`config.mk`:
```
export PLATFORM = sky130hd
export DESIGN_NAME = mabr_rot
export DESIGN_NICKNAME = d
export VERILOG_FILES = /design/src/hw/rtl/assert_macros.svh /design/src/hw/rtl/mabr_pkg.sv /design/src/hw/rtl/mabr_rot.sv
export SDC_FILE = /design/constraint.sdc
export NUM_CORES = 2
export LEC_CHECK = 0
export ABC_CLOCK_PERIOD_IN_PS = 4600
export BUFFER_PORTS_ARGS = -buffer_cell sky130_fd_sc_hd__buf_2
export CORE_MARGIN = 2
export CORE_UTILIZATION = 55
export CTS_CLUSTER_DIAMETER = 150
export DETAILED_ROUTE_END_ITERATION = 6
export PLACE_DENSITY_LB_ADDON = 0.15
export SYNTH_ARGS = -nofsm -noshare
export SYNTH_HDL_FRONTEND = slang
export SYNTH_SLANG_ARGS = --single-unit
```
`constraint.sdc`:
```
create_clock -name clk_i -period 4.6 [get_ports clk_i]
set_input_delay 0.46 -clock clk_i [delete_from_list [all_inputs] [get_ports clk_i]]
set_output_delay 0.46 -clock clk_i [all_outputs]
set_load 0.01 [all_outputs]
```
`src/hw/rtl/assert_macros.svh`:
```
// Assertion macros shared by the RTL of the bounding rectangle block.
`ifndef ASSERT_MACROS_SVH
`define ASSERT_MACROS_SVH

// Assert that an implication property holds on every clock edge out of reset.
`define ASSERT_IMPL(label, clk, rst_n, prop, msg) \
  label: assert property (@(posedge clk) disable iff (!rst_n) prop) else $error(msg);

// Assert that a signal is never high while another signal is high.
`define ASSERT_NEVER_BOTH(label, clk, rst_n, a, b, msg) \
  label: assert property (@(posedge clk) disable iff (!rst_n) !((a) && (b))) else $error(msg);

`endif

```
`src/hw/rtl/mabr_pkg.sv`:
```
// ----------------------------------------------------------------------------
// mabr_pkg
// Shared types, constants and the Q1.15 sine table of the bounding rectangle.
// ----------------------------------------------------------------------------
`timescale 1ns / 1ps

package mabr_pkg;

  localparam int unsigned MaxPointsDef  = 2048;
  localparam int unsigned AngleStepsDef = 90;
  localparam int unsigned CoordW  = 16;
  localparam int unsigned CornerW = 18;
  localparam int unsigned AngleW  = 7;
  localparam int unsigned AreaW   = 33;
  localparam int unsigned MarginW = 10;
  localparam int unsigned CfgIdxW = 1;
  localparam int unsigned CfgDatW = 33;
  localparam int unsigned RotW    = 18;
  localparam logic [CfgIdxW-1:0] CfgMargin = 1'd0;
  localparam logic [CfgIdxW-1:0] CfgArea   = 1'd1;
  localparam logic [MarginW-1:0] MarginReset = 10'd50;
  localparam logic [AreaW-1:0]   AreaReset   = 33'd2500000000;
  localparam int signed CornerLim = 70000;

  typedef enum logic [3:0] {
    StIdle,
    StStore,
    StRead,
    StScan,
    StDrain,
    StArea,
    StCompare,
    StCorner,
    StCornerRnd,
    StEmit
  } state_e;

  // Control from the sequencer to the rotation datapath.
  typedef struct packed {
    logic first;
    logic take;
  } scan_ctl_t;

  // Sine of d degrees, 0..180, Q1.15 with 1.0 held as 32767.
  function automatic logic [15:0] sin_q15(input logic [7:0] d);
    logic [6:0] k;
    logic [15:0] r;
    k = (d > 8'd90) ? 7'(8'd180 - d) : d[6:0];
    case (k)
      7'd0: r = 0; 7'd1: r = 572; 7'd2: r = 1144; 7'd3: r = 1715; 7'd4: r = 2286;
      7'd5: r = 2856; 7'd6: r = 3425; 7'd7: r = 3993; 7'd8: r = 4560; 7'd9: r = 5126;
      7'd10: r = 5690; 7'd11: r = 6252; 7'd12: r = 6813; 7'd13: r = 7371;
      7'd14: r = 7927; 7'd15: r = 8481; 7'd16: r = 9032; 7'd17: r = 9580;
      7'd18: r = 10126; 7'd19: r = 10668; 7'd20: r = 11207; 7'd21: r = 11743;
      7'd22: r = 12275; 7'd23: r = 12803; 7'd24: r = 13328; 7'd25: r = 13848;
      7'd26: r = 14365; 7'd27: r = 14876; 7'd28: r = 15384; 7'd29: r = 15886;
      7'd30: r = 16384; 7'd31: r = 16877; 7'd32: r = 17364; 7'd33: r = 17847;
      7'd34: r = 18324; 7'd35: r = 18795; 7'd36: r = 19261; 7'd37: r = 19720;
      7'd38: r = 20174; 7'd39: r = 20622; 7'd40: r = 21063; 7'd41: r = 21498;
      7'd42: r = 21926; 7'd43: r = 22348; 7'd44: r = 22763; 7'd45: r = 23170;
      7'd46: r = 23571; 7'd47: r = 23965; 7'd48: r = 24351; 7'd49: r = 24730;
      7'd50: r = 25102; 7'd51: r = 25466; 7'd52: r = 25822; 7'd53: r = 26170;
      7'd54: r = 26510; 7'd55: r = 26842; 7'd56: r = 27166; 7'd57: r = 27482;
      7'd58: r = 27789; 7'd59: r = 28088; 7'd60: r = 28378; 7'd61: r = 28660;
      7'd62: r = 28932; 7'd63: r = 29197; 7'd64: r = 29452; 7'd65: r = 29698;
      7'd66: r = 29935; 7'd67: r = 30163; 7'd68: r = 30382; 7'd69: r = 30592;
      7'd70: r = 30792; 7'd71: r = 30983; 7'd72: r = 31164; 7'd73: r = 31336;
      7'd74: r = 31499; 7'd75: r = 31651; 7'd76: r = 31795; 7'd77: r = 31928;
      7'd78: r = 32052; 7'd79: r = 32166; 7'd80: r = 32270; 7'd81: r = 32365;
      7'd82: r = 32449; 7'd83: r = 32524; 7'd84: r = 32588; 7'd85: r = 32643;
      7'd86: r = 32688; 7'd87: r = 32723; 7'd88: r = 32748; 7'd89: r = 32763;
      default: r = 32767;
    endcase
    return r;
  endfunction

  // Cosine of d degrees, 0..180, Q1.15; negative past 90 degrees.
  function automatic logic signed [15:0] cos_q15(input logic [7:0] d);
    logic signed [15:0] r;
    if (d <= 8'd90) begin
      r = $signed(sin_q15(8'd90 - d));
    end else begin
      r = -$signed(sin_q15(d - 8'd90));
    end
    return r;
  endfunction

  // Round a Q.15 product sum to whole units, halves toward plus infinity.
  function automatic logic signed [RotW-1:0] rnd15(input logic signed [35:0] v);
    logic signed [35:0] t;
    t = v + 36'sd16384;
    return RotW'(t >>> 15);
  endfunction

endpackage

```
`src/hw/rtl/mabr_rot.sv`:
```
// ----------------------------------------------------------------------------
// mabr_rot
// Rotation of one stored point per cycle and running extent tracking.
// ----------------------------------------------------------------------------
`timescale 1ns / 1ps

module mabr_rot (
  input  logic                          clk_i,
  input  logic                          rst_ni,
  input  mabr_pkg::scan_ctl_t           ctl_i,
  input  logic signed [15:0]            cos_i,
  input  logic signed [15:0]            sin_i,
  input  logic signed [15:0]            x_i,
  input  logic signed [15:0]            y_i,
  output logic signed [mabr_pkg::RotW-1:0] min_u_o,
  output logic signed [mabr_pkg::RotW-1:0] max_u_o,
  output logic signed [mabr_pkg::RotW-1:0] min_v_o,
  output logic signed [mabr_pkg::RotW-1:0] max_v_o
);

  logic signed [31:0] cx_q, sy_q, sx_q, cy_q;
  logic take_q, first_q, tk2_q, fs2_q;
  logic signed [mabr_pkg::RotW-1:0] u_q, v_q;
  logic signed [mabr_pkg::RotW-1:0] mnu_q, mxu_q, mnv_q, mxv_q;

  // Products registered before the add and round.
  always_ff @(posedge clk_i) begin
    cx_q <= cos_i * x_i;
    sy_q <= sin_i * y_i;
    sx_q <= sin_i * x_i;
    cy_q <= cos_i * y_i;
    u_q  <= mabr_pkg::rnd15(36'(cx_q) - 36'(sy_q));
    v_q  <= mabr_pkg::rnd15(36'(sx_q) + 36'(cy_q));
  end

  always_ff @(posedge clk_i or negedge rst_ni) begin
    if (!rst_ni) begin
      take_q <= 1'b0; first_q <= 1'b0; tk2_q <= 1'b0; fs2_q <= 1'b0;
    end else begin
      take_q <= ctl_i.take; first_q <= ctl_i.first;
      tk2_q <= take_q; fs2_q <= first_q;
    end
  end

  // Running extents over the points of one angle.
  always_ff @(posedge clk_i) begin
    if (tk2_q) begin
      if (fs2_q || u_q < mnu_q) mnu_q <= u_q;
      if (fs2_q || u_q > mxu_q) mxu_q <= u_q;
      if (fs2_q || v_q < mnv_q) mnv_q <= v_q;
      if (fs2_q || v_q > mxv_q) mxv_q <= v_q;
    end
  end

  assign min_u_o = mnu_q;
  assign max_u_o = mxu_q;
  assign min_v_o = mnv_q;
  assign max_v_o = mxv_q;

endmodule

```
Word level (Yosys, flattened, before mapping)
Index checks and enable logic that the tools add are counted.
Operators by class
  add/subtract/negate cells: 4
  multiply operators: 4
  $lt $le $gt $ge: 4
  reductions and logical operators: 8
Operators by type and width (number)
  16-bit by 16-bit multiplier with 32-bit output: 4
  33-bit by 16-bit adder with 33-bit output (second input constant): 2
  18-bit greater-than comparator: 2
  18-bit < comparator: 2
  32-bit by 32-bit adder with 33-bit output: 1
  32-bit by 32-bit subtractor with 33-bit output: 1
  2-bit AND reduction: 4
  1-bit logical OR: 4
Storage, ports and cells
  register bits after elaboration: 240
  input port bits: 68
  logic and storage cells: 34

Longest topological paths before layout
  depth after elaboration: 3
  depth in mapped cells: 24
  mapped depth without buffers: 23

Least setup slack after synthesis
No wires, ideal clock.
  path type: in2reg
  from: input port cos_i[15]
  to: register cx_q[31]
  arrival: 6062 ps
  data required time: 4526 ps
  path slack: -1537 ps
  cell stages on the path: 22
  path buffers: 1
  cell sequence: clkbuf_1 -> nand2_1 -> inv_1 -> fa_1 -> fa_1 -> inv_1 -> fa_1 -> inv_1 -> fa_1 -> fa_1 -> inv_1 -> fa_1 -> inv_1 -> ha_1 -> or2_2 -> a21oi_1 -> o31ai_1 -> a22oi_1 -> a31oi_1 -> o21ai_0 -> a21oi_1 -> a31oi_1
On the way
  cells in the longest elaborated chain, start to end: 1
Ends and longest elaborated chain
  from (decl): line mabr_rot.sv:11  | input logic signed [15:0] cos_i,
  16-bit by 16-bit multiplier with 32-bit output: line mabr_rot.sv:28  | cx_q <= cos_i * x_i;
  to (signal assigned): line mabr_rot.sv:28
  to (decl): line mabr_rot.sv:21  | logic signed [31:0] cx_q, sy_q, sx_q, cy_q;
Every way passes these cells.
A chain may end at the register's enable or synchronous reset.

Worst setup path after layout
  from: input port cos_i[9]
  to: register cy_q[31]
On the way
  cells in the longest elaborated chain, start to end: 1
Ends and longest elaborated chain
  16-bit by 16-bit multiplier with 32-bit output: line mabr_rot.sv:31  | cy_q <= cos_i * y_i;
  to (signal assigned): line mabr_rot.sv:31
  to (decl): line mabr_rot.sv:21
Every way passes these cells.

==> run_results.csv <==
group,metric,value,unit
flow_run,maxCapViolCount,0,
final_layout,finalNetCount,7672,
worst_setup_path,path_cells,"buf_12, buf_16, buf_6, nand2_2, fa_1, inv_1, fa_1, fa_1, fa_1, fa_1, inv_1, fa_1, inv_2, ha_4, nand2_4, or3_1, a211o_1, a31oi_4, nand4_1, a41oi_2, o21a_1, nor2_1, xnor2_1",
global_routing,grt_pass1_vias,40400,
yosys,synthArstFlopShare,1.67,%
floorplan,num_rows,110,
final_layout,drive_gt1_share,26.3,%
sta,rsz0062_at_grt,"true",
sta,period_share,122,%
placed_design,io_buffers,139,
clocking,h-tree-depth,1,
yosys,synth.avg_cell_area,9.50,sq um
routing,via_per_inst,5.20,
routing,remaining_drc_errors,0,
routing,first_pass_iters,5,
floorplan,dieArea,92800,sq um
sta,worst_slack,-1020,ps
sta,slew_violations,0,
clocking,cts_tree,"built",
worst_setup_path,critical_path.max_fanout,5,
worst_setup_path,crit_path_start_kind,"input port",
worst_setup_path,cp.depth,23,
yosys,synth.yosys.seq_area_share,11.2,%
yosys,synth_top_area_cell,"fa_1",
run_status,status,"finished with violations",
yosys,syn-num-nets,6871,
yosys,synth_flop_cell,"dfxtp_1",
placed_design,routabilityCongestion,0.888,
floorplan,dieWidth,305,um
yosys,yosys_register_bits,240,
clocking,clk-insertion-delay-late,600,ps
clocking,clockRootBuffer,"clkbuf_16",
worst_setup_path,worstPathRequired,5100,ps
run_status,violations,"setup timing",
yosys,ys_types,83,
yosys,synth_area_leaders,"fa_1 42%, ha_1 13%, inv_1 9.7%, dfxtp_1 6.6%, and2_1 6.3%",
global_routing,overflow,0,
hold_path,hold_class,"in2async",
clocking,clock_sinks,240,
worst_setup_path,r2r_slack,1340,ps
sta,finalSetupViolCount,77,
sta,slew_headroom,35.8,%
final_layout,final_area,63400,sq um
yosys,synth_edf_count,72,
clocking,clkTransAtPathRegs,70,ps
floorplan,die_y,305,um
floorplan,pin_count,140,
sta,hold_viol,0,
final_layout,num-fill-cells,6784,
floorplan,initial_core_util,55.4,%
sta,fin_crit,5620,ps
routing,wirelength,134,mm
clocking,clockBufferDepth,3,
sta,fin_skew,12.5,ps
worst_setup_path,crit_slowest_cell,"fa_1",
worst_setup_path,timing.critical_path.buf_inv,6,
final_layout,syn2layout_area_growth,27.4,%
final_layout,finish.utilization,70.6,%
routing,ant_nets,0,
floorplan,coreArea,89700,sq um
global_routing,grt_usage,29.1,%
global_routing,grt_max_degree,28,
global_routing,antenna_found_initial,7,
placed_design,placed_cells,7005,
routing,num_vias,37600,
worst_setup_path,end_kind,"flip-flop",
yosys,synth_area,49700,sq um
yosys,synth_top_cell_area_share,42.2,%
sta,worst_hold_slack,191,ps
placed_design,hpwl,107,mm
global_routing,grt_pass1_wl,214,mm
sta,worstMarginPinSlew,954,ps
worst_setup_path,r2r_cells,10,
worst_setup_path,path_delay_family,"adder cells",
worst_setup_path,crit_top_cell,"fa_1",
yosys,netlist_instances,5235,
worst_setup_path,crit_arrival,6110,ps
placed_design,place_area,57700,sq um
worst_setup_path,crit_type,"in2reg",
routing,wire_per_inst,18.4,um
sta,max_freq,0.178,GHz
clocking,numCtsBuffers,30,
routing,drt_iter0_drc,2419,
yosys,ys_warn_count,0,
worst_setup_path,crit_path_max_incr_delay,530,ps
final_layout,final_cells,7240,
sequential cells by signal, indices dropped and copies added, names as in the netlist:
register  flops
cx_q         32
min_u_o      18
max_u_o      18
v_q          18
first_q       1
fs2_q         1
u_q          18
max_v_o      18
min_v_o      18
sy_q         32
take_q        1
tk2_q         1
cy_q         32
sx_q         32
worst register-to-register path, stage by stage, from the launching register on:
cell	delay, ps
dfxtp_1	370
inv_1	60
ha_1	290
ha_1	360
nand3_1	100
nor4_1	790
nand3_1	280
a21oi_1	320
nor2_1	140
mux2i_1	140
nor4_1	320
metrics by stage:
step                      setup WS [ps]  TNS, ps
after floorplan                   -1130   -50230
after global placement            -1760  -117020
after detailed placement          -1830  -122070
after CTS                          -914   -44030
after global routing              -1130   -63090
final                             -1020   -51130
area by class of cell:
| class | instances | area (sq um) | share of cell area [%] |
|---|---|---|---|
| multi-input combinational | 3514 | 41500 | 65.5 |
| timing repair buffer | 971 | 8990 | 14.2 |
| tap | 1176 | 1470 | 2.32 |
| sequential | 240 | 5550 | 8.75 |
| clock buffer | 36 | 847 | 1.34 |
| antenna | 4 | 10.0 | 0.0158 |
| clock inverter | 20 | 211 | 0.334 |
| inverter | 1279 | 4800 | 7.58 |
cells in the final DEF, fill, tap and decap left out, drive strengths merged, types with 5 or more instances in the layout:
cell type and n:
o21a 24, and2 501, buf 961, a21o 74, inv 1284, nor2b 17
nand4 18, a21oi 129, and3 8, edfxtp 72, a211oi 16, or2 9
nor3 20, a31o 8, nand2b 33, fa 1048, or3 7, xnor2 126
nand3 31, nor2 129, clkinv 10, nand2 535, clkbuf 41, a31oi 15
o31ai 8, o2111ai 6, dfxtp 164, a2111oi 6, nor4 5, o211ai 12
o21ai 76, o21bai 21, xor2 46, a221oi 8, ha 520
repair_timing:
item | CTS | global route
buffers inserted | 113 | 89
endpoints found under the setup margin | 85 | 84
pin swaps | 294 | 265
hold buffers | 3 | 0
gates cloned | 6 | 6
endpoints found under the hold margin | 6 | 0
resized for setup | 437 | 318
path summary, 6_finish.rpt:
kind,from,end
max,cos_i[9],cy_q[31]$_DFF_P_
min,rst_ni,fs2_q$_DFF_PN0_
max reg2reg,sy_q[18]$_DFF_P_,u_q[17]$_DFF_P_
min reg2reg,take_q$_DFF_PN0_,tk2_q$_DFF_PN0_
max in group asynchronous,rst_ni,take_q$_DFF_PN0_
min in group clk_i,take_q$_DFF_PN0_,tk2_q$_DFF_PN0_
layer usage:
metal,vias up,global-route usage [%],wire length [um]
li1,17300,-,-
met1,19100,41.0,57800
met2,1008,47.6,63400
met3,200,3.99,7950
met4,4,7.87,4320
met5,-,0,23
Yosys cell counts, types with 17 or more instances:
library cell and instances:
nand2_1 535, nor2_1 129, o21a_1 24, nand2b_1 33, ha_1 520, a21o_1 72, nor3_1 20, fa_1 1048
inv_1 1279, clkbuf_1 197, dfxtp_1 164, nand3_1 30, o21ai_0 66, a21oi_1 125, xor2_1 46, and2_1 501
edfxtp_1 72, xnor2_1 126, nor2b_1 17, nand4_1 18, o21bai_1 21
kinds of logic (layout without fill, tap and decap cells):
logic type,count (synthesis),count (layout),synth area share [%]
compound gates,440,440,5.91
mux,3,3,0.0629
other cells,0,4,0
buf+inv,1481,2306,11.2
xor+xnor,172,172,3.03
flops,240,240,11.2
fa+ha+maj,1568,1568,55.3
simple gates,1331,1331,13.4
Power is not shown: default switching activity piles up to over one toggle a cycle in this logic, so the estimate is an artifact.
